===== src/design/dsr_pkg.sv =====
`timescale 1ns / 1ps

package dsr_pkg;

    localparam int MAX_DATAGRAM = 4096;
    localparam int POS_W        = $clog2(MAX_DATAGRAM + 1);
    localparam int QUEUE_DEPTH  = 4;
    localparam int QPTR_W       = $clog2(QUEUE_DEPTH);
    localparam int QCNT_W       = $clog2(QUEUE_DEPTH + 1);

    // input actions
    localparam logic ACT_BYTE = 1'b0;
    localparam logic ACT_TICK = 1'b1;

    // result kinds
    localparam logic [1:0] KIND_PAYLOAD  = 2'd0;
    localparam logic [1:0] KIND_COMPLETE = 2'd1;
    localparam logic [1:0] KIND_FAIL     = 2'd2;

    // register indexes
    localparam logic REG_PAYLOAD_ID = 1'b0;
    localparam logic REG_MISS_LIMIT = 1'b1;

    // header byte offsets
    localparam int HDR_FLAGS      = 0;
    localparam int HDR_PAYLOAD_ID = 4;
    localparam int HDR_SECTION_HI = 8;
    localparam int HDR_SECTION_LO = 9;
    localparam int HDR_LAST_LO    = 10;
    localparam int HDR_EXTENSION  = 11;
    localparam int HDR_LEN        = 12;
    localparam int CRC_LEN        = 4;

    typedef struct packed {
        logic       action;
        logic [7:0] data_byte;
        logic       datagram_end;
    } in_item_t;

    typedef struct packed {
        logic [1:0] kind;
        logic [7:0] payload_byte;
        logic       end_of_run;
    } out_item_t;

    // one queue entry: first result, plus a trailing completion when has_second
    typedef struct packed {
        logic [1:0] kind;
        logic [7:0] payload_byte;
        logic       has_second;
    } qentry_t;

    typedef struct packed {
        logic full;
        logic empty;
    } qstat_t;

endpackage


===== src/design/dsr_front.sv =====
`timescale 1ns / 1ps

module dsr_front
(
    input  logic               clk,
    input  logic               rst_n,
    input  logic               in_fire,
    input  dsr_pkg::in_item_t  in_data,
    input  logic               wr_en,
    input  logic               wr_index,
    input  logic [7:0]         wr_data,
    output logic               push,
    output dsr_pkg::qentry_t   push_entry
);

    localparam logic [dsr_pkg::POS_W-1:0] POS_MAX = dsr_pkg::POS_W'(dsr_pkg::MAX_DATAGRAM);
    localparam logic [dsr_pkg::POS_W-1:0] POS_HDR = dsr_pkg::POS_W'(dsr_pkg::HDR_LEN);

    logic [7:0]                wanted_id_reg;
    logic [3:0]                miss_limit_reg;

    logic [dsr_pkg::POS_W-1:0] pos_reg, pos_next;
    logic [11:0]               exp_reg, exp_next;
    logic [11:0]               final_reg, final_next;
    logic [7:0]                sec_hi_reg, sec_hi_next;
    logic                      crc_reg, crc_next;
    logic                      prov_reg, prov_next;
    logic                      idok_reg, idok_next;
    logic                      secok_reg, secok_next;
    logic [3:0]                ext_reg, ext_next;
    logic [7:0]                delay_reg [dsr_pkg::CRC_LEN];
    logic [7:0]                delay_next [dsr_pkg::CRC_LEN];
    logic [2:0]                fill_reg, fill_next;
    logic                      zero_reg, zero_next;
    logic [3:0]                miss_reg, miss_next;

    logic [3:0]                miss_inc;
    logic [4:0]                start;
    logic [11:0]               sec;
    logic                      have;
    logic [7:0]                ob;
    logic                      pay_emit, complete, fail;

    always_ff @(posedge clk or negedge rst_n)
    begin
        if (!rst_n)
        begin
            wanted_id_reg  <= 8'd1;
            miss_limit_reg <= 4'd4;
        end
        else if (wr_en)
        begin
            if (wr_index == dsr_pkg::REG_PAYLOAD_ID)
                wanted_id_reg <= wr_data;
            else
                miss_limit_reg <= wr_data[3:0];
        end
    end

    always_comb
    begin
        pos_next   = pos_reg;
        exp_next   = exp_reg;
        final_next = final_reg;
        sec_hi_next = sec_hi_reg;
        crc_next   = crc_reg;
        prov_next  = prov_reg;
        idok_next  = idok_reg;
        secok_next = secok_reg;
        ext_next   = ext_reg;
        delay_next = delay_reg;
        fill_next  = fill_reg;
        zero_next  = zero_reg;
        miss_next  = miss_reg;
        pay_emit   = 1'b0;
        complete   = 1'b0;
        fail       = 1'b0;
        have       = 1'b0;
        ob         = 8'd0;
        miss_inc   = (miss_reg != 4'hF) ? miss_reg + 4'd1 : miss_reg;
        start      = 5'(dsr_pkg::HDR_LEN) + {prov_reg, 2'b00} + {1'b0, ext_reg};
        sec        = {sec_hi_reg, in_data.data_byte[7:4]};

        if (in_fire)
        begin
            if (in_data.action == dsr_pkg::ACT_TICK)
            begin
                if (miss_inc >= miss_limit_reg)
                begin
                    miss_next = 4'd0;
                    exp_next  = 12'd0;
                    fail      = 1'b1;
                end
                else
                begin
                    miss_next = miss_inc;
                end
            end
            else
            begin
                miss_next = 4'd0;
                if (pos_reg < POS_MAX)
                begin
                    pos_next = pos_reg + 1'b1;
                    if (pos_reg == dsr_pkg::POS_W'(dsr_pkg::HDR_FLAGS))
                    begin
                        if (in_data.data_byte[1:0] != 2'b00)
                            crc_next = 1'b1;
                    end
                    else if (pos_reg == dsr_pkg::POS_W'(dsr_pkg::HDR_PAYLOAD_ID))
                    begin
                        if (in_data.data_byte == wanted_id_reg)
                            idok_next = 1'b1;
                    end
                    else if (pos_reg == dsr_pkg::POS_W'(dsr_pkg::HDR_SECTION_HI))
                    begin
                        sec_hi_next = in_data.data_byte;
                    end
                    else if (pos_reg == dsr_pkg::POS_W'(dsr_pkg::HDR_SECTION_LO))
                    begin
                        if (sec == exp_reg)
                            secok_next = 1'b1;
                        final_next = {in_data.data_byte[3:0], 8'd0};
                    end
                    else if (pos_reg == dsr_pkg::POS_W'(dsr_pkg::HDR_LAST_LO))
                    begin
                        final_next = {final_reg[11:8], in_data.data_byte};
                    end
                    else if (pos_reg == dsr_pkg::POS_W'(dsr_pkg::HDR_EXTENSION))
                    begin
                        prov_next = in_data.data_byte[4];
                        ext_next  = in_data.data_byte[3:0];
                    end
                    else if (pos_reg >= POS_HDR && idok_reg && secok_reg
                             && pos_reg >= dsr_pkg::POS_W'(start))
                    begin
                        if (crc_reg)
                        begin
                            // hold back the last four bytes as the trailing CRC
                            if (fill_reg >= 3'(dsr_pkg::CRC_LEN))
                            begin
                                ob            = delay_reg[0];
                                have          = 1'b1;
                                delay_next[0] = delay_reg[1];
                                delay_next[1] = delay_reg[2];
                                delay_next[2] = delay_reg[3];
                                delay_next[3] = in_data.data_byte;
                            end
                            else
                            begin
                                delay_next[fill_reg[1:0]] = in_data.data_byte;
                                fill_next = fill_reg + 3'd1;
                            end
                        end
                        else
                        begin
                            ob   = in_data.data_byte;
                            have = 1'b1;
                        end
                        if (have && !zero_reg)
                        begin
                            if (ob == 8'd0)
                                zero_next = 1'b1;
                            else
                                pay_emit = 1'b1;
                        end
                    end
                end

                if (in_data.datagram_end)
                begin
                    if (pos_next >= POS_HDR && idok_next && secok_next)
                    begin
                        if (final_next > exp_reg)
                        begin
                            exp_next = exp_reg + 12'd1;
                        end
                        else
                        begin
                            exp_next = 12'd0;
                            complete = 1'b1;
                        end
                    end
                    pos_next    = '0;
                    sec_hi_next = 8'd0;
                    crc_next    = 1'b0;
                    prov_next   = 1'b0;
                    idok_next   = 1'b0;
                    secok_next  = 1'b0;
                    ext_next    = 4'd0;
                    for (int i = 0; i < dsr_pkg::CRC_LEN; i++)
                        delay_next[i] = 8'd0;
                    fill_next   = 3'd0;
                    zero_next   = 1'b0;
                end
            end
        end
    end

    always_comb
    begin
        push                    = pay_emit || complete || fail;
        push_entry.has_second   = 1'b0;
        push_entry.payload_byte = 8'd0;
        if (pay_emit)
        begin
            push_entry.kind         = dsr_pkg::KIND_PAYLOAD;
            push_entry.payload_byte = ob;
            push_entry.has_second   = complete;
        end
        else if (complete)
        begin
            push_entry.kind = dsr_pkg::KIND_COMPLETE;
        end
        else
        begin
            push_entry.kind = dsr_pkg::KIND_FAIL;
        end
    end

    always_ff @(posedge clk or negedge rst_n)
    begin
        if (!rst_n)
        begin
            pos_reg    <= '0;
            exp_reg    <= 12'd0;
            final_reg  <= 12'd0;
            sec_hi_reg <= 8'd0;
            crc_reg    <= 1'b0;
            prov_reg   <= 1'b0;
            idok_reg   <= 1'b0;
            secok_reg  <= 1'b0;
            ext_reg    <= 4'd0;
            for (int i = 0; i < dsr_pkg::CRC_LEN; i++)
                delay_reg[i] <= 8'd0;
            fill_reg   <= 3'd0;
            zero_reg   <= 1'b0;
            miss_reg   <= 4'd0;
        end
        else
        begin
            pos_reg    <= pos_next;
            exp_reg    <= exp_next;
            final_reg  <= final_next;
            sec_hi_reg <= sec_hi_next;
            crc_reg    <= crc_next;
            prov_reg   <= prov_next;
            idok_reg   <= idok_next;
            secok_reg  <= secok_next;
            ext_reg    <= ext_next;
            delay_reg  <= delay_next;
            fill_reg   <= fill_next;
            zero_reg   <= zero_next;
            miss_reg   <= miss_next;
        end
    end

endmodule


===== src/design/dsr_queue.sv =====
`timescale 1ns / 1ps

module dsr_queue
(
    input  logic              clk,
    input  logic              rst_n,
    input  logic              push,
    input  dsr_pkg::qentry_t  push_entry,
    input  logic              pop,
    output dsr_pkg::qentry_t  head,
    output dsr_pkg::qstat_t   stat
);

    dsr_pkg::qentry_t            slot_reg [dsr_pkg::QUEUE_DEPTH];
    logic [dsr_pkg::QPTR_W-1:0]  wr_ptr_reg, rd_ptr_reg;
    logic [dsr_pkg::QCNT_W-1:0]  count_reg;

    assign stat.full  = (count_reg == dsr_pkg::QCNT_W'(dsr_pkg::QUEUE_DEPTH));
    assign stat.empty = (count_reg == '0);
    assign head       = slot_reg[rd_ptr_reg];

    always_ff @(posedge clk)
    begin
        if (push)
            slot_reg[wr_ptr_reg] <= push_entry;
    end

    always_ff @(posedge clk or negedge rst_n)
    begin
        if (!rst_n)
        begin
            wr_ptr_reg <= '0;
            rd_ptr_reg <= '0;
            count_reg  <= '0;
        end
        else
        begin
            if (push)
                wr_ptr_reg <= wr_ptr_reg + 1'b1;
            if (pop)
                rd_ptr_reg <= rd_ptr_reg + 1'b1;
            if (push && !pop)
                count_reg <= count_reg + 1'b1;
            else if (pop && !push)
                count_reg <= count_reg - 1'b1;
        end
    end

`ifndef SYNTHESIS
    a_no_overflow: assert property (@(posedge clk) disable iff (!rst_n)
        push |-> (!stat.full || pop))
        else $error("queue push while full");
    a_no_underflow: assert property (@(posedge clk) disable iff (!rst_n)
        pop |-> !stat.empty)
        else $error("queue pop while empty");
    a_count_bound: assert property (@(posedge clk) disable iff (!rst_n)
        count_reg <= dsr_pkg::QCNT_W'(dsr_pkg::QUEUE_DEPTH))
        else $error("queue count out of range");
    a_count_up: assert property (@(posedge clk) disable iff (!rst_n)
        (push && !pop) |=> count_reg == $past(count_reg) + 1'b1)
        else $error("queue count did not advance on push");
`endif

endmodule


===== src/design/dsr_back.sv =====
`timescale 1ns / 1ps

module dsr_back
(
    input  logic               clk,
    input  logic               rst_n,
    input  dsr_pkg::qentry_t   head,
    input  dsr_pkg::qstat_t    stat,
    output logic               pop,
    output logic               out_valid,
    input  logic               out_ready,
    output dsr_pkg::out_item_t out_data
);

    logic               valid_reg;
    dsr_pkg::out_item_t out_reg;
    logic               pend_reg;
    logic               load;

    assign load      = !valid_reg || out_ready;
    assign pop       = load && !pend_reg && !stat.empty;
    assign out_valid = valid_reg;
    assign out_data  = out_reg;

    always_ff @(posedge clk)
    begin
        if (load)
        begin
            if (pend_reg)
            begin
                out_reg.kind         <= dsr_pkg::KIND_COMPLETE;
                out_reg.payload_byte <= 8'd0;
                out_reg.end_of_run   <= 1'b1;
            end
            else
            begin
                out_reg.kind         <= head.kind;
                out_reg.payload_byte <= head.payload_byte;
                out_reg.end_of_run   <= !head.has_second;
            end
        end
    end

    always_ff @(posedge clk or negedge rst_n)
    begin
        if (!rst_n)
        begin
            valid_reg <= 1'b0;
            pend_reg  <= 1'b0;
        end
        else if (load)
        begin
            if (pend_reg)
            begin
                // drain the trailing completion of the previous entry
                valid_reg <= 1'b1;
                pend_reg  <= 1'b0;
            end
            else
            begin
                valid_reg <= !stat.empty;
                pend_reg  <= !stat.empty && head.has_second;
            end
        end
    end

endmodule


===== src/design/dvbstp_section_reassembler_unit.sv =====
`timescale 1ns / 1ps
// Channel   Signals                         Handshake        Moves
// input     in_valid/in_ready/in_data       valid & ready    one datagram byte or tick
// output    out_valid/out_ready/out_data    valid & ready    one result word
// config    wr_en/wr_index/wr_data          wr_en            one register write
//
// One input word is taken per cycle while in_ready is high; each is parsed in
// the cycle it is taken. Results pass a four-entry queue to an output register
// and leave one per cycle while out_ready is high, so a word that causes two
// results leaves as two result words. in_ready drops only while the queue is full.
// Asynchronous active-low reset clears all parser state and the queue.

module dvbstp_section_reassembler_unit
(
    input  logic               clk,
    input  logic               rst_n,
    input  logic               in_valid,
    output logic               in_ready,
    input  dsr_pkg::in_item_t  in_data,
    output logic               out_valid,
    input  logic               out_ready,
    output dsr_pkg::out_item_t out_data,
    input  logic               wr_en,
    input  logic               wr_index,
    input  logic [7:0]         wr_data
);

    logic             in_fire;
    logic             push;
    logic             pop;
    dsr_pkg::qentry_t push_entry;
    dsr_pkg::qentry_t head;
    dsr_pkg::qstat_t  stat;

    assign in_ready = !stat.full;
    assign in_fire  = in_valid && in_ready;

    dsr_front u_front
    (
        .clk        (clk),
        .rst_n      (rst_n),
        .in_fire    (in_fire),
        .in_data    (in_data),
        .wr_en      (wr_en),
        .wr_index   (wr_index),
        .wr_data    (wr_data),
        .push       (push),
        .push_entry (push_entry)
    );

    dsr_queue u_queue
    (
        .clk        (clk),
        .rst_n      (rst_n),
        .push       (push),
        .push_entry (push_entry),
        .pop        (pop),
        .head       (head),
        .stat       (stat)
    );

    dsr_back u_back
    (
        .clk       (clk),
        .rst_n     (rst_n),
        .head      (head),
        .stat      (stat),
        .pop       (pop),
        .out_valid (out_valid),
        .out_ready (out_ready),
        .out_data  (out_data)
    );

endmodule

===== config.mk =====
export PLATFORM = sky130hd
export DESIGN_NAME = dvbstp_section_reassembler_unit
export DESIGN_NICKNAME = d
export VERILOG_FILES = /design/src/design/dsr_pkg.sv /design/src/design/dsr_front.sv /design/src/design/dsr_queue.sv /design/src/design/dsr_back.sv /design/src/design/dvbstp_section_reassembler_unit.sv
export SDC_FILE = /design/constraint.sdc
export NUM_CORES = 1
export LEC_CHECK = 0
export BUFFER_PORTS_ARGS = -buffer_cell sky130_fd_sc_hd__buf_2
export CAP_MARGIN = 25
export CELL_PAD_IN_SITES_DETAIL_PLACEMENT = 1
export CELL_PAD_IN_SITES_GLOBAL_PLACEMENT = 2
export CORE_UTILIZATION = 40
export CTS_CLUSTER_DIAMETER = 30
export DETAILED_ROUTE_END_ITERATION = 7
export GPL_TIMING_DRIVEN = 0
export PLACE_DENSITY = 0.79
export SLEW_MARGIN = 25
export SYNTH_ARGS = -nofsm -noshare
export SYNTH_HDL_FRONTEND = slang
export SYNTH_SLANG_ARGS = --single-unit

===== constraint.sdc =====
create_clock -name clk -period 5.59 [get_ports clk]
set_input_delay 0 -clock clk [delete_from_list [all_inputs] [get_ports clk]]
set_output_delay 0 -clock clk [all_outputs]
set_load 0.005 [all_outputs]

# Word level (Yosys, flattened, before mapping)
# Memories as Yosys holds them, arrays and structs flattened.
# Cells that the tools add are included.
[word_totals]
elab_cells = 276
n_memories = 1
out_inout_bits = 13
regBits = 125
in_bits = 24
ramBits = 44
[op_classes]
n_mux = 160
magnitude_cmp = 9
bitwise = 3
eq_ne = 17
addsub = 10
reduce_logical = 50
[memory_table]
columns = ["name", "depth", "word_bits", "read_ports", "rd_ports_with_merged_regs", "wr", "line_no", "source"]
rows = [
  ["u_queue.slot_reg", 4, 11, 1, 0, 1, "dsr_queue.sv:14", "dsr_pkg::qentry_t slot_reg [dsr_pkg::QUEUE_DEPTH];"],
]
[op_table]
columns = ["op", "n"]
rows = [
  ["2-to-1 mux 32 bit", 11],
  ["2-to-1 mux 8 bit", 29],
  ["2-to-1 mux 12 bit", 12],
  ["2-to-1 mux 1 bit", 75],
  ["== test 13 x 4 -> 1 bit, second input constant", 4],
  ["2-to-1 mux 13 bit", 4],
  ["2-to-1 mux 4 bit", 11],
  ["2-to-1 mux 3 bit", 13],
  ["bitwise mux 32 bit", 1],
  ["greater-or-equal comparator 13 x 4 -> 1 bit, second input constant", 2],
  ["nonzero test 2 bit", 13],
  ["AND reduction 12 bit", 2],
  ["demux 8 bit (select 2 bit)", 1],
  ["!= test 2 bit, second input constant", 7],
  ["adder 13 x 1 -> 13 bit, second input constant", 1],
  ["== test 13 x 3 -> 1 bit, second input constant", 1],
  ["greater-or-equal comparator 13 x 5 -> 1 bit", 1],
  ["logical AND 1 bit", 13],
  ["logical NOT 13 bit", 1],
  ["< comparator 13 bit, second input constant", 1],
  ["adder 12 x 1 -> 12 bit, second input constant", 1],
  ["== test 12 bit", 1],
  ["> comparator 12 bit", 1],
  ["AND reduction 11 bit", 1],
  ["26 further kinds", 42],
]

# Longest topological paths before layout
# Gate-level depths: netlist (run 1).
[logic_depth]
ltp_word = 33
ltp_mapped = 23
ltp_nobuf = 22

# By module
# Synthesis (run 1) repeated with hierarchy kept, for this count alone.
[unflattened]
cells_unflattened = 869
area_unflattened_um2 = 9332.7
[modules_own_cells]
columns = ["mod", "seq_area_each_um2", "cells_each", "area_per_inst_um2", "n_inst"]
rows = [
  ["dsr_front", 2630.0, 746, 6821.5, 1],
  ["dsr_queue", 1496.4, 91, 1986.9, 1],
  ["dsr_back", 380.4, 30, 514.2, 1],
  ["dvbstp_section_reassembler_unit", 0.0, 2, 10.0, 1],
]

# Worst setup path after synthesis (run 1)
# Ideal clock, no wire load.
[synth_timing]
kind = "register to register"
startpoint = "register u_front.pos_reg[3] (netlist name)"
endpoint = "register u_queue.count_reg[2] (netlist name)"
setup_slack_ps = 1468
setup_ps = 79
arrival_time_ps = 4043
n_path_buf = 2
stages_incl_launch_ff = 23
required_ps = 5511
synth_period_minus_slack_ps = 4122
path_cell_list = "dfrtp_1 -> buf_2 -> nor2b_1 -> and4_1 -> nand2b_1 -> clkbuf_1 -> o21bai_1 -> a22o_1 -> ha_1 -> a21o_1 -> nand3_1 -> a21oi_1 -> a211o_1 -> nor2_1 -> nor2_1 -> o211a_4 -> inv_1 -> ha_1 -> inv_1 -> fa_1 -> xor2_1 -> nor2_1 -> xor2_1"
[synth_via]
elab_chain_cells = 20
word_cells_on_any_way = 62
cone_classes = "add/sub: 1; order compare: 5; eq/ne: 5; mux: 39; reduce/logical: 12"
[synth_lines]
columns = ["item", "line_no", "source"]
rows = [
  ["start, declared", "dsr_front.sv:22", "logic [dsr_pkg::POS_W-1:0] pos_reg, pos_next;"],
  ["start signal, assigned", "dsr_front.sv:242", "pos_reg <= pos_next;"],
  ["== test 13 x 4 -> 1 bit", "dsr_front.sv:125", "else if (pos_reg == dsr_pkg::POS_W'(dsr_pkg::HDR_LAST_LO))"],
  ["2-to-1 mux 8 bit", "dsr_front.sv:125", ""],
  ["2-to-1 mux 12 bit", "dsr_front.sv:119", "else if (pos_reg == dsr_pkg::POS_W'(dsr_pkg::HDR_SECTION_LO))"],
  ["2-to-1 mux 12 bit", "dsr_front.sv:115", "else if (pos_reg == dsr_pkg::POS_W'(dsr_pkg::HDR_SECTION_HI))"],
  ["2-to-1 mux 12 bit", "dsr_front.sv:110", "else if (pos_reg == dsr_pkg::POS_W'(dsr_pkg::HDR_PAYLOAD_ID))"],
  ["2-to-1 mux 12 bit", "dsr_front.sv:105", "if (pos_reg == dsr_pkg::POS_W'(dsr_pkg::HDR_FLAGS))"],
  ["2-to-1 mux 12 bit", "dsr_front.sv:102", "if (pos_reg < POS_MAX)"],
  ["2-to-1 mux 12 bit", "dsr_front.sv:86", "if (in_data.action == dsr_pkg::ACT_TICK)"],
  ["(+4 left out)", "-", ""],
  ["2-to-1 mux 1 bit", "dsr_front.sv:170", "if (in_data.datagram_end)"],
  ["2-to-1 mux 1 bit", "dsr_front.sv:86", ""],
  ["2-to-1 mux 1 bit", "dsr_front.sv:84", "if (in_fire)"],
  ["logical OR 1 bit (*) (2 in series)", "dsr_front.sv:202", "push = pay_emit || complete || fail;"],
  ["net push", "dvbstp_section_reassembler_unit.sv:29", "logic push;"],
  ["logical NOT 1 bit", "dsr_queue.sv:44", "else if (pop && !push)"],
  ["logical AND 1 bit", "dsr_queue.sv:44", ""],
  ["nonzero test 2 bit (no line)", "-", ""],
  ["end signal, assigned", "dsr_queue.sv:43", "count_reg <= count_reg + 1'b1;"],
  ["end signal, assigned", "dsr_queue.sv:45", "count_reg <= count_reg - 1'b1;"],
  ["end, declared", "dsr_queue.sv:16", "logic [dsr_pkg::QCNT_W-1:0] count_reg;"],
]
# The timed path passes the listed nets; every way through them passes the cells marked *. The select of a mux whose other input is x is not followed.
# A chain may end at the register's enable or synchronous reset.

# Final worst setup path (run 1)
# Ends and elaborated chain as after synthesis.

==> results of run 1 <==
## layout by cell type (no fill, tap or decap), drive strengths merged, types with 3 or more instances in the layout
master         n
xnor2          8
nor2          52
or2            6
o21ai         75
o31ai          8
nand2        106
a21oi         24
ha            38
a22oi         35
nand2b         6
o22ai          4
nand4b         4
a22o           9
o21a           5
mux2i          4
inv           47
and2           3
nor2b         41
clkinv         7
a21o           7
xor2          20
buf           49
nor4           9
and4           3
and3           3
a31oi         10
nand3         12
edfxtp        55
clkbuf        43
dlygate4sd3   11
nor3          19
nand4          8
mux4          11
dfrtp        112
mux2          33
## worst max-delay path by stage
stage	start	endpoint	slack, ns	cells after the start
2_1_floorplan	u_front.pos_reg[3]$_DFFE_PN0P_	u_queue.count_reg[2]$_DFFE_PN0P_	1.47	22
3_3_place_gp	u_front.pos_reg[3]$_DFFE_PN0P_	u_queue.count_reg[2]$_DFFE_PN0P_	0.89	22
3_5_place_dp	u_front.pos_reg[3]$_DFFE_PN0P_	u_queue.count_reg[2]$_DFFE_PN0P_	0.64	22
4_1_cts	u_front.pos_reg[3]$_DFFE_PN0P_	u_queue.count_reg[2]$_DFFE_PN0P_	0.60	22
5_1_grt	u_front.pos_reg[3]$_DFFE_PN0P_	u_queue.count_reg[2]$_DFFE_PN0P_	0.27	22
6_report	u_front.pos_reg[3]$_DFFE_PN0P_	u_queue.count_reg[2]$_DFFE_PN0P_	0.59	22
## cell type report
cell class	count	area (sq um)	share of cell area, %
Buffer	39	156	1.54
Tap cell	275	344	3.40
Clock buffer	17	425	4.20
Multi-Input combinational cell	589	4020	39.7
Timing Repair Buffer	47	323	3.19
Clock inverter	15	201	1.99
Sequential cell	169	4510	44.5
Inverter	39	146	1.45
## power breakdown
| group | switching [mW] | leakage (nW) | internal (mW) |
|---|---|---|---|
| sequential | 0.144 | 2.04 | 1.47 |
| clock | 0.611 | 0.303 | 0.620 |
| combinational | 0.628 | 1.89 | 0.482 |
| total | 1.38 | 4.23 | 2.58 |
## through the flow
step,power (mW),hold slack (ns),cell area [sq um]
final,3.96,0.0362,10100
after floorplan,2.38,-0.296,8820
after global placement,2.67,0.238,9340
after global routing,4.19,0.0563,10100
after CTS,4.00,0.0265,10100
after detailed placement,2.74,-0.130,9380
## worst max-delay path, stage by stage (launching register included)
cell and delay [ns]:
dfrtp_1 0.35, buf_2 0.22, nor2b_1 0.39, and4_1 0.39
nand2b_1 0.08, clkbuf_1 0.21, nor3_1 0.31, a22o_1 0.25
ha_1 0.26, a21o_1 0.18, nand3_1 0.09, a21oi_1 0.07
a211o_1 0.29, nor2_1 0.09, nor2_1 0.09, o211a_4 0.30
inv_1 0.12, ha_1 0.22, inv_1 0.08, fa_1 0.44
xor2_1 0.16, nor2_1 0.13, xor2_1 0.18
## layer usage
layer | vias up | track usage [%] | wire length (um)
met5 | - | 0 | 0
met2 | 149 | 39.8 | 12000
met1 | 3455 | 29.8 | 11100
met4 | 0 | 6.46 | 388
li1 | 3133 | - | -
met3 | 34 | 3.45 | 867
## cell families (layout without fill, tap and decap cells)
kind of cell	count (synthesis)	after routing	share of synthesized area, %
buf+inv	78	157	3.43
simple gates	281	281	15.7
fa+ha+maj	39	39	5.61
flops	169	169	51.1
xor+xnor	28	28	2.78
compound gates	193	193	13.9
mux	48	48	7.51
## repair_timing
item                      in CTS  in global routing
hold buffers                  12                  0
buffers inserted               0                  0
hold endpoints to repair     128                  0
==> impl_summary.log, run 1 <==
[metrics] TritonCTS clock tree: yes
[metrics] Final setup viols: 0
[metrics] category of the worst setup path capture point: flop
[metrics] minimum period implied by the final worst setup slack: 5.00 ns
[metrics] cell types with the largest area share after synthesis: dfrtp_1 32%, edfxtp_1 19%, ha_1 5.4%
[metrics] worst hold path class: in2reg
[metrics] actual transition at the worst max-transition pin: 0.966 ns
[metrics] average cell area after synthesis: 10.6 sq um
[metrics] average wire per cell in the routed design: 20.5 um
[metrics] Leak Pwr: 4.23 nW
[metrics] Hold Violations, Final: 0
[metrics] biggest area consumer among synthesized cells: dfrtp_1
[metrics] max-slew violation count: 0
[metrics] Inserted Clock Buffers: 17
[metrics] leading post-synthesis cells by instance count: 112 x dfrtp_1, 106 x nand2_1, 75 x o21ai_0, 55 x edfxtp_1, 52 x nor2_1
[metrics] aggregate global routing overflow: 0
[metrics] relative slew slack: 35.0%
[metrics] routability cong.: 0.830
[metrics] Worst Path Required: 5.95 ns
[metrics] CP max FO: 10
[metrics] Overall Global Routing Usage: 23.0%
[metrics] count of non-filler cells in the finished layout: 1,190
[metrics] Starting DRT DRC Count: 433
[metrics] max reg flops: 44
[metrics] wire length of the first global-routing pass: 39.5 mm
[metrics] level count of the clock H-tree: 4
[metrics] clock slew seen by the registers of the worst setup and hold paths: 0.08 ns
[metrics] Main synth FF type: dfrtp_1
[metrics] instance count after placement with tap cells included: 1,146
[metrics] aggregate routed wire length: 24.3 mm
[metrics] cells on worst reg2reg path: 22
[metrics] share of final-layout standard cells stronger than drive strength 1: 14.6%
[metrics] synth warn: 0
[metrics] Final Worst Setup Slack: 0.587 ns
[metrics] routed via count: 6,771
[metrics] Resize count post-CTS: 0
[metrics] Synth top area share: 31.8%
[metrics] die extent in x: 151 um
[metrics] final layout net count: 965
[metrics] clock latency on the worst-skew pair: 0.44 ns
[metrics] post-synthesis sequential area ratio: 51.1%
[metrics] Initial Utilization: 41.3%
[metrics] share of the cycle needed by the critical path after routing: 89.5%
[metrics] HPWL after DPL: 17.8 mm
[metrics] achievable frequency: 200 MHz
[metrics] RSZ-0062 raised after global routing: no
[metrics] Place WS: 0.638 ns
[metrics] layout overhead on the synthesized area: 14.7%
[metrics] most frequent cell after synthesis: dfrtp_1
[metrics] start point of the worst min-delay path: wr_en
[metrics] Crit path arrival time: 5.36 ns
[metrics] startpoint kind of the worst setup timing path: flop
[metrics] area of the die: 22,700 sq um
[metrics] fraction of synthesis flops using an asynchronous set or reset pin: 67.5%
[metrics] Post-Route Utilization: 47.4%
[metrics] Std-Cell Rows: 53
[metrics] end point of the most critical hold path: u_front.miss_limit_reg[0]$_DFFE_PN0P_
[metrics] largest voltage drop on the vdd net: 0.220 mV
[metrics] launch point of the worst reg-to-reg path: u_front.pos_reg[3]$_DFFE_PN0P_
[metrics] pin count of the biggest net entering global routing: 88
[metrics] post-synthesis sequential element count: 169
[metrics] total number of clock tree sinks: 169
[metrics] synthesized net count: 899
[metrics] detail-routed via count per cell: 5.69
[metrics] worst setup path category: reg2reg
[metrics] run status: finished, final reports clean
[metrics] reg-to-reg critical path endpoint: u_queue.count_reg[2]$_DFFE_PN0P_
[metrics] count of cell types in the netlist: 63
[metrics] initial antenna violation count: 0
[metrics] max_cap viols: 0
[metrics] detailed-routing iteration count for the pre-antenna-repair pass: 5
[metrics] Final ANT Viol Nets: 0
[metrics] number of port buffers: 34
[metrics] EDFF count, synth: 55
[metrics] vias in the first global route: 7,280
[metrics] Die Ht: 151 um
[metrics] number of antenna diodes: 0
[metrics] total negative setup slack: 0 ns
[metrics] Layout fillers: 2,355
[metrics] Cells on Worst Hold Path: 3
[metrics] total core area: 21,400 sq um
[metrics] I/O Pins: 37
[metrics] post-synthesis instance area: 8820 sq um
[metrics] DR DRC count: 0
[metrics] worst-case clock buffer depth: 2
[metrics] slack of the worst reg-to-reg path: 0.59 ns
[metrics] Cell Pwr Density: 391 nW/um^2
[metrics] Gate Count Post-Synth: 836
[metrics] root buffer cell: clkbuf_16
[metrics] Fin Clk Skew: 0.0116 ns
Power figures use the tool's default switching activity.
==> inputs of run 2 (changes only) <==
--- a/config.mk
+++ b/config.mk
@@ -5,15 +5,16 @@
 export SDC_FILE = /design/constraint.sdc
 export NUM_CORES = 1
 export LEC_CHECK = 0
+export ABC_AREA = 1
 export BUFFER_PORTS_ARGS = -buffer_cell sky130_fd_sc_hd__buf_2
 export CAP_MARGIN = 25
 export CELL_PAD_IN_SITES_DETAIL_PLACEMENT = 1
 export CELL_PAD_IN_SITES_GLOBAL_PLACEMENT = 2
-export CORE_UTILIZATION = 40
+export CORE_UTILIZATION = 33
 export CTS_CLUSTER_DIAMETER = 30
 export DETAILED_ROUTE_END_ITERATION = 7
 export GPL_TIMING_DRIVEN = 0
-export PLACE_DENSITY = 0.79
+export PLACE_DENSITY = 0.72
 export SLEW_MARGIN = 25
 export SYNTH_ARGS = -nofsm -noshare
 export SYNTH_HDL_FRONTEND = slang
==> run 2 against run 1 <==
Critical path depth grew 1. First-iteration DRC count grew 2.5%. Maximum frequency grew 7.9%. Clock power is essentially flat. Sequential power grew 7%. Non-clock buffer count grew 2. Setup slack gained 0.36 ns. Die area grew 30%. Area after synthesis grew 7.5%. Critical path type unchanged. Synthesized cell count grew 40%. Register-to-register slack gained 0.36 ns.
==> impl_summary.log, run 2 <==
[metrics] most frequent cell after synthesis: nand2_1 (was dfrtp_1)
[metrics] post-synthesis instance area: 9490 sq um (was 8820 sq um)
[metrics] total number of clock tree sinks: 169 (unchanged)
[metrics] Synth top area share: 29.5% (was 31.8%)
[metrics] max-slew violation count: 0 (unchanged)
[metrics] Layout fillers: 3,415 (was 2,355)
[metrics] EDFF count, synth: 55 (unchanged)
[metrics] Fin Clk Skew: 0.0120 ns (was 0.0116 ns)
[metrics] clock slew seen by the registers of the worst setup and hold paths: 0.08 ns (about the same)
[metrics] worst setup path category: reg2reg (unchanged)
[metrics] initial antenna violation count: 1 (was 0)
[metrics] cell types with the largest area share after synthesis: dfrtp_1 30%, edfxtp_1 17%, nand2_1 11% (was dfrtp_1 32%, edfxtp_1 19%, ha_1 5.4%)
[metrics] Cells on Worst Hold Path: 4 (was 3)
[metrics] largest voltage drop on the vdd net: 0.231 mV (was 0.220 mV)
[metrics] number of port buffers: 35 (was 34)
[metrics] HPWL after DPL: 21.4 mm (was 17.8 mm)
[metrics] synth warn: 0 (unchanged)
[metrics] actual transition at the worst max-transition pin: 0.642 ns (was 0.966 ns)
[metrics] internal power: 2.79 mW (was 2.58 mW)
[metrics] Inserted Clock Buffers: 17 (unchanged)
[metrics] I/O Pins: 37 (unchanged)
[metrics] aggregate routed wire length: 29.2 mm (was 24.3 mm)
[metrics] post-synthesis sequential element count: 169 (unchanged)
[metrics] Die Ht: 172 um (was 151 um)
[metrics] run status: finished, final reports clean (unchanged)
[metrics] routed via count: 8,103 (was 6,771)
[metrics] net switching fraction of the power: 40.5% (was 34.9%)
[metrics] vias in the first global route: 8,370 (was 7,280)
[metrics] biggest area consumer among synthesized cells: dfrtp_1 (unchanged)
[metrics] Hold Violations, Final: 0 (unchanged)
[metrics] TritonCTS clock tree: yes (unchanged)
[metrics] startpoint kind of the worst setup timing path: flop (unchanged)
[metrics] end point of the most critical hold path: u_front.wanted_id_reg[7]$_DFFE_PN0P_ (was u_front.miss_limit_reg[0]$_DFFE_PN0P_)
[metrics] number of antenna diodes: 0 (unchanged)
[metrics] most used cells in the layout excluding fill and tap cells: 282 x nand2_1, 146 x nor2_1, 138 x inv_1 (was 112 x dfrtp_1, 106 x nand2_1, 75 x o21ai_0)
[metrics] clock latency on the worst-skew pair: 0.45 ns (was 0.44 ns)
[metrics] launch point of the worst reg-to-reg path: u_front.pos_reg[12]$_DFFE_PN0P_ (was u_front.pos_reg[3]$_DFFE_PN0P_)
[metrics] instance count after placement with tap cells included: 1,586 (was 1,146)
[metrics] DR DRC count: 0 (unchanged)
[metrics] routability cong.: 0.800 (was 0.830)
[metrics] average cell area after synthesis: 8.10 sq um (was 10.6 sq um)
[metrics] worst hold path class: in2reg (unchanged)
[metrics] count of cell types in the netlist: 51 (was 63)
[metrics] CP max FO: 9 (was 10)
[metrics] worst-case clock buffer depth: 2 (unchanged)
[metrics] Seq. cell area: 4510 sq um (unchanged)
[metrics] share of the cycle needed by the critical path after routing: 83.0% (was 89.5%)
[metrics] minimum period implied by the final worst setup slack: 4.64 ns (was 5.00 ns)
[metrics] average wire per cell in the routed design: 17.9 um (was 20.5 um)
[metrics] Reg power frac: 37.0% (was 40.9%)
[metrics] total core area: 28,000 sq um (was 21,400 sq um)
[metrics] Overall Global Routing Usage: 21.2% (was 23.0%)
[metrics] detailed-routing iteration count for the pre-antenna-repair pass: 5 (unchanged)
[metrics] Gate Count Post-Synth: 1,172 (was 836)
[metrics] fraction of synthesis flops using an asynchronous set or reset pin: 67.5% (unchanged)
[metrics] Cell Pwr Density: 428 nW/um^2 (was 391 nW/um^2)
[metrics] RSZ-0062 raised after global routing: no (unchanged)
[metrics] area of the die: 29,400 sq um (was 22,700 sq um)
[metrics] logic gate share of total power: 36.2% (was 28.0%)
[metrics] achievable frequency: 216 MHz (was 200 MHz)
[metrics] slack of the worst reg-to-reg path: 0.95 ns (was 0.59 ns)
[metrics] die extent in x: 172 um (was 151 um)
[metrics] Net Sw Power: 1.90 mW (was 1.38 mW)
[metrics] Final ANT Viol Nets: 0 (unchanged)
[metrics] synthesized net count: 1,235 (was 899)
[metrics] count of non-filler cells in the finished layout: 1,634 (was 1,190)
[metrics] pin count of the biggest net entering global routing: 82 (was 88)
[metrics] Resize count post-CTS: 0 (unchanged)
[metrics] max_cap viols: 0 (unchanged)
[metrics] wire length of the first global-routing pass: 46.9 mm (was 39.5 mm)
[metrics] cells on worst reg2reg path: 23 (was 22)
[metrics] most frequent standard cell in the layout excluding fill and tap cells: nand2_1 (was dfrtp_1)
[metrics] root buffer cell: clkbuf_16 (unchanged)
[metrics] share of final-layout standard cells stronger than drive strength 1: 9.32% (was 14.6%)
[metrics] final layout net count: 1,306 (was 965)
[metrics] multi-input logic area: 4260 sq um (was 4020 sq um)
[metrics] Crit path arrival time: 4.96 ns (was 5.36 ns)
[metrics] leading post-synthesis cells by instance count: 282 x nand2_1, 146 x nor2_1, 138 x inv_1, 112 x dfrtp_1, 104 x o21ai_0 (was 112 x dfrtp_1, 106 x nand2_1, 75 x o21ai_0, 55 x edfxtp_1, 52 x nor2_1)
[metrics] level count of the clock H-tree: 4 (unchanged)
[metrics] Leak Pwr: 5.08 nW (was 4.23 nW)
[metrics] post-synthesis sequential area ratio: 47.5% (was 51.1%)
[metrics] Final setup viols: 0 (unchanged)
[metrics] relative slew slack: 57.1% (was 35.0%)
[metrics] category of the worst setup path capture point: flop (unchanged)
[metrics] total negative setup slack: 0 ns (unchanged)
[metrics] Worst Path Required: 5.92 ns (was 5.95 ns)
[metrics] layout overhead on the synthesized area: 15.4% (was 14.7%)
[metrics] Starting DRT DRC Count: 444 (was 433)
[metrics] Std-Cell Rows: 61 (was 53)
[metrics] aggregate global routing overflow: 0 (unchanged)
[metrics] detail-routed via count per cell: 4.96 (was 5.69)
[metrics] share of power burned in the clock network: 26.8% (was 31.1%)
[metrics] Main synth FF type: dfrtp_1 (unchanged)
[metrics] Initial Utilization: 33.9% (was 41.3%)
[metrics] reg-to-reg critical path endpoint: u_queue.count_reg[2]$_DFFE_PN0P_ (unchanged)
[metrics] start point of the worst min-delay path: wr_en (unchanged)
[metrics] max reg flops: 44 (unchanged)
==> run 2: cell types whose count changed after synthesis, sizes merged, moves of 9 or more <==
cell   before  now
xor2       20   10
nor2       52  153
a22oi      35    2
nand2     106  291
inv        38  140
mux2       33    2
o21ai      75  104
nor2b      41    0
a21oi      24   50
mux4       11    0
nand4       8   47
a22o        9    0
nand3      12   73
a31oi      10    1
==> run 2: worst max path at each step <==
| stage | end | from | cells past startpoint |
|---|---|---|---|
| final | u_queue.count_reg[2]$_DFFE_PN0P_ | u_front.pos_reg[12]$_DFFE_PN0P_ | 23 |
| after floorplan | u_queue.count_reg[2]$_DFFE_PN0P_ | u_front.pos_reg[12]$_DFFE_PN0P_ | 23 |
| after CTS | u_queue.count_reg[2]$_DFFE_PN0P_ | u_front.pos_reg[12]$_DFFE_PN0P_ | 23 |
| after global placement | u_queue.count_reg[2]$_DFFE_PN0P_ | u_front.pos_reg[12]$_DFFE_PN0P_ | 23 |
| after global routing | u_queue.count_reg[2]$_DFFE_PN0P_ | u_front.pos_reg[12]$_DFFE_PN0P_ | 23 |
| after detailed placement | u_queue.count_reg[2]$_DFFE_PN0P_ | u_front.pos_reg[12]$_DFFE_PN0P_ | 23 |
==> run 2: worst max-delay path, stage by stage (launching register included) <==
cell	delay, ns
dfrtp_1	0.51
inv_4	0.20
nand3_4	0.11
nor2_8	0.19
nand4_2	0.29
nor2_2	0.36
o22ai_1	0.11
a21oi_1	0.20
ha_1	0.28
inv_1	0.06
nor2_1	0.03
o21ai_0	0.16
nand2_1	0.07
nand2_1	0.06
nand3_1	0.09
a21oi_1	0.23
nand4_2	0.27
nand3_2	0.21
ha_1	0.17
inv_1	0.07
fa_1	0.44
a21oi_1	0.14
o21ai_0	0.11
xnor2_1	0.13
==> run 2: timing repair <==
item,4_1_cts,5_1_grt
endpoints found under the hold margin,127,0
buffers inserted,0,0
hold buffers,16,0
==> run 2: layout make-up <==
class,instances,share of cell area (%)
well taps,378,4.32
flip-flops and latches,169,41.2
plain buffers,36,1.77
clock buffers,18,4.01
repair buffers,52,3.40
multi-input cells,826,38.9
clock inverters,14,1.61
inverters,141,4.86
==> run 2: through the flow <==
| step | worst slack (ns) | utilization [%] | power [mW] | hold slack, ns | instance area [sq um] |
|---|---|---|---|---|---|
| after floorplan | 1.87 | - | 2.89 | -0.296 | 9490 |
| after global placement | 0.934 | 36.2 | 3.41 | 0.234 | 10100 |
| after detailed placement | 0.862 | 36.3 | 3.47 | -0.109 | 10200 |
| after CTS | 0.838 | 39.1 | 4.75 | 0.00342 | 11000 |
| after global routing | 0.490 | 39.1 | 5.05 | 0.0698 | 11000 |
| final | 0.951 | 39.1 | 4.69 | 0.0184 | 11000 |
==> run 2: kinds of logic after synthesis <==
family / count (synthesis) / share of synthesized area, %
xor gates and xnor gates: 22 / 2.03
and+or+nand+nor: 583 / 27.0
buffers and inverters: 177 / 7.65
adders and majority gates: 39 / 5.22
muxes: 2 / 0.237
AOI/OAI and AO/OA: 180 / 10.4
DFF: 169 / 47.5
==> run 2: layer usage <==
layer / wire length (um) / GRT usage, %
met3: 650 / 2.92
met5: 13 / 0
met2: 13500 / 34.1
met1: 14600 / 29.5
met4: 544 / 6.41
==> run 2: power by group through the flow <==
stage	Clock (mW)	Combinational, mW	Sequential (mW)
finish	1.25	1.70	1.73
global route	1.32	1.96	1.77
CTS	1.29	1.73	1.74
detailed placement	0	1.71	1.76
global placement	0	1.66	1.75
floorplan	0	1.19	1.71
==> inputs of run 3 (changes only) <==
==> constraint.sdc (replaced) <==
create_clock -name clk -period 4.48 [get_ports clk]
set_input_delay 0 -clock clk [delete_from_list [all_inputs] [get_ports clk]]
set_output_delay 0 -clock clk [all_outputs]
set_load 0.005 [all_outputs]
==> run 3 against run 2 <==
Core utilization up 0.54 points. Combinational power up 29%. Clock skew about the same. First-iteration DRC count down 10%. Hold slack about the same. Wire length up 1.1%. Flip-flop and latch count unchanged. Clock power up 26%. Cell count up 0.31%. Die area unchanged. Cell area up 1.4%. Maximum frequency up 11%.
==> impl_summary.log, run 3 (same netlist as run 2, synthesis figures left out) <==
[metrics] run status: finished, final reports clean (unchanged)
[metrics] most used cells in the layout excluding fill and tap cells: 280 x nand2_1, 142 x nor2_1, 136 x inv_1 (was 282 x nand2_1, 146 x nor2_1, 138 x inv_1)
[metrics] detailed-routing iteration count for the pre-antenna-repair pass: 4 (was 5)
[metrics] relative slew slack: 57.1% (about the same)
[metrics] Post-Route Utilization: 39.6% (was 39.1%)
[metrics] area of the die: 29,400 sq um (unchanged)
[metrics] actual transition at the worst max-transition pin: 0.642 ns (about the same)
[metrics] instance count after placement with tap cells included: 1,586 (unchanged)
[metrics] launch point of the worst reg-to-reg path: u_front.pos_reg[12]$_DFFE_PN0P_ (unchanged)
[metrics] pin count of the biggest net entering global routing: 82 (unchanged)
[metrics] CP max FO: 9 (unchanged)
[metrics] Net Sw Power: 2.42 mW (was 1.90 mW)
[metrics] Cell Pwr Density: 534 nW/um^2 (was 428 nW/um^2)
[metrics] clock latency on the worst-skew pair: 0.45 ns (about the same)
[metrics] Crit path arrival time: 4.50 ns (was 4.96 ns)
[metrics] Std-Cell Rows: 61 (unchanged)
[metrics] Starting DRT DRC Count: 399 (was 444)
[metrics] logic gate share of total power: 37.0% (was 36.2%)
[metrics] startpoint kind of the worst setup timing path: flop (unchanged)
[metrics] Overall Global Routing Usage: 21.3% (was 21.2%)
[metrics] level count of the clock H-tree: 4 (unchanged)
[metrics] Hold Violations, Final: 0 (unchanged)
[metrics] net switching fraction of the power: 40.9% (was 40.5%)
[metrics] highest-delay cell along the critical path: dfrtp_2 (was dfrtp_1)
[metrics] worst hold path class: in2reg (unchanged)
[metrics] Die Ht: 172 um (unchanged)
[metrics] Inserted Clock Buffers: 17 (unchanged)
[metrics] initial antenna violation count: 1 (unchanged)
[metrics] multi-input logic area: 4360 sq um (was 4260 sq um)
[metrics] number of antenna diodes: 0 (unchanged)
[metrics] Seq. cell area: 4510 sq um (about the same)
[metrics] cell type group with the largest total delay on the critical path: simple AND/OR/NAND/NOR gates (unchanged)
[metrics] category of the worst setup path capture point: flop (unchanged)
[metrics] cell repeated most along the worst path: inv_1 (was a21oi_1)
[metrics] share of the cycle needed by the critical path after routing: 93.1% (was 83.0%)
[metrics] max_cap viols: 0 (unchanged)
[metrics] root buffer cell: clkbuf_16 (unchanged)
[metrics] Critical Path Max Stage Delay: 0.50 ns (was 0.51 ns)
[metrics] most frequent standard cell in the layout excluding fill and tap cells: nand2_1 (unchanged)
[metrics] routability cong.: 0.800 (unchanged)
[metrics] average wire per cell in the routed design: 18.0 um (was 17.9 um)
[metrics] vias in the first global route: 8,388 (was 8,370)
[metrics] reg-to-reg critical path endpoint: u_queue.count_reg[2]$_DFFE_PN0P_ (unchanged)
[metrics] total negative setup slack: 0 ns (unchanged)
[metrics] DR DRC count: 0 (unchanged)
[metrics] HPWL after DPL: 21.4 mm (unchanged)
[metrics] end of the critical path: u_queue.count_reg[2]$_DFFE_PN0P_ (unchanged)
[metrics] clock slew seen by the registers of the worst setup and hold paths: 0.08 ns (about the same)
[metrics] post-route cell area: 11,100 sq um (was 11,000 sq um)
[metrics] die extent in x: 172 um (unchanged)
[metrics] Final Total Pwr: 5.92 mW (was 4.69 mW)
[metrics] Final ANT Viol Nets: 0 (unchanged)
[metrics] worst-case clock buffer depth: 2 (unchanged)
[metrics] total number of clock tree sinks: 169 (unchanged)
[metrics] slack of the worst reg-to-reg path: 0.31 ns (was 0.95 ns)
[metrics] Layout fillers: 3,402 (was 3,415)
[metrics] achievable frequency: 240 MHz (was 216 MHz)
[metrics] Final Worst Setup Slack: 0.311 ns (was 0.951 ns)
[metrics] cells on worst reg2reg path: 25 (was 23)
[metrics] minimum period implied by the final worst setup slack: 4.17 ns (was 4.64 ns)
[metrics] Leak Pwr: 5.12 nW (was 5.08 nW)
[metrics] final layout net count: 1,311 (was 1,306)
[metrics] number of port buffers: 35 (unchanged)
[metrics] Worst Path Required: 4.81 ns (was 5.92 ns)
[metrics] max reg flops: 44 (unchanged)
[metrics] TritonCTS clock tree: yes (unchanged)
[metrics] total core area: 28,000 sq um (unchanged)
[metrics] wire length of the first global-routing pass: 47.0 mm (was 46.9 mm)
[metrics] aggregate routed wire length: 29.6 mm (was 29.2 mm)
[metrics] Final setup viols: 0 (unchanged)
[metrics] internal power: 3.50 mW (was 2.79 mW)
[metrics] aggregate global routing overflow: 0 (unchanged)
[metrics] count of non-filler cells in the finished layout: 1,639 (was 1,634)
[metrics] I/O Pins: 37 (unchanged)
[metrics] layout overhead on the synthesized area: 17.0% (was 15.4%)
[metrics] share of final-layout standard cells stronger than drive strength 1: 11.1% (was 9.32%)
[metrics] worst setup path category: reg2reg (unchanged)
[metrics] Place WS: -0.248 ns (was 0.862 ns)
[metrics] share of power burned in the clock network: 26.5% (was 26.8%)
[metrics] detail-routed via count per cell: 4.98 (was 4.96)
[metrics] largest voltage drop on the vdd net: 0.290 mV (was 0.231 mV)
[metrics] start point of the worst min-delay path: wr_en (unchanged)
[metrics] routed via count: 8,169 (was 8,103)
[metrics] dpl cell area: 10,200 sq um (unchanged)
[metrics] path length in cells of the critical path: 25 (was 23)
[metrics] Reg power frac: 36.6% (was 37.0%)
[metrics] Fin Clk Skew: 0.0124 ns (was 0.0120 ns)
[metrics] Buf+Inv Stages, Crit Path: 4 (was 3)
[metrics] minimum hold slack: 0.0179 ns (was 0.0184 ns)
[metrics] max-slew violation count: 0 (unchanged)
[metrics] Initial Utilization: 33.9% (unchanged)
[metrics] Setup crit start: u_front.pos_reg[12]$_DFFE_PN0P_ (unchanged)
[run 3: layer usage]
layer  track usage [%]  routed length [um]  up-vias  part of all wire, %
li1                  -                   -     4014                    -
met1              29.5               14600     4012                   49
met2              34.2               13700      102                   46
met3              2.92                 641       39                  2.2
met4              6.41                 595        2                  2.0
met5                 0                  13        -                0.044
[run 3: cell type report]
| class | instances | share of cell area (%) |
|---|---|---|
| clock buffers | 18 | 3.96 |
| clock inverters | 14 | 1.59 |
| plain buffers | 36 | 1.75 |
| multi-input cells | 827 | 39.3 |
| flip-flops and latches | 169 | 40.6 |
| well taps | 378 | 4.26 |
| repair buffers | 56 | 3.74 |
| inverters | 141 | 4.79 |
[run 3: worst register-to-register path: stages, from the launching register on]
cell,delay (ns)
dfrtp_2,0.50
inv_4,0.17
nand3_4,0.14
nor2_8,0.23
nand2_4,0.16
nand2_2,0.11
nor2_4,0.05
inv_1,0.11
o22ai_1,0.10
a21oi_2,0.15
ha_1,0.26
inv_1,0.06
nor2_1,0.03
o21ai_0,0.16
nand2_1,0.07
nand2_1,0.06
nand3_1,0.11
a21oi_2,0.25
nand4_4,0.15
nand3_4,0.13
ha_1,0.16
inv_1,0.07
fa_1,0.44
a21oi_1,0.14
o21ai_0,0.11
xnor2_1,0.13
[run 3: how the worst min path moves through the flow]
stage	endpoint	slack, ns	cells past startpoint
CTS	u_front.miss_limit_reg[3]$_DFFE_PN0P_	0.003	4
detailed placement	u_front.pos_reg[11]$_DFFE_PN0P_	-0.11	1
finish	u_front.wanted_id_reg[7]$_DFFE_PN0P_	0.02	4
floorplan	u_back.out_valid$_DFFE_PN0N_	-0.30	0
global route	u_front.miss_limit_reg[0]$_DFFE_PN0P_	0.07	3
global placement	u_front.wanted_id_reg[6]$_DFFE_PN0P_	0.23	2
[run 3: what timing repair did]
action / 4_1_cts / 5_1_grt
hold buffers: 16 / 0
pin swaps: 1 / 4
buffers inserted: 1 / 3
resized for setup: 3 / 22
setup endpoints to repair: 2 / 2
gates cloned: 0 / 1
hold endpoints to repair: 127 / 0
[run 3: power by group through the flow]
stage | Sequential (mW) | Clock, mW | Combinational [mW]
final | 2.17 | 1.57 | 2.19
after global routing | 2.21 | 1.65 | 2.51
after CTS | 2.17 | 1.61 | 2.17
after detailed placement | 2.20 | 0 | 2.13
after global placement | 2.19 | 0 | 2.07
after floorplan | 2.13 | 0 | 1.48
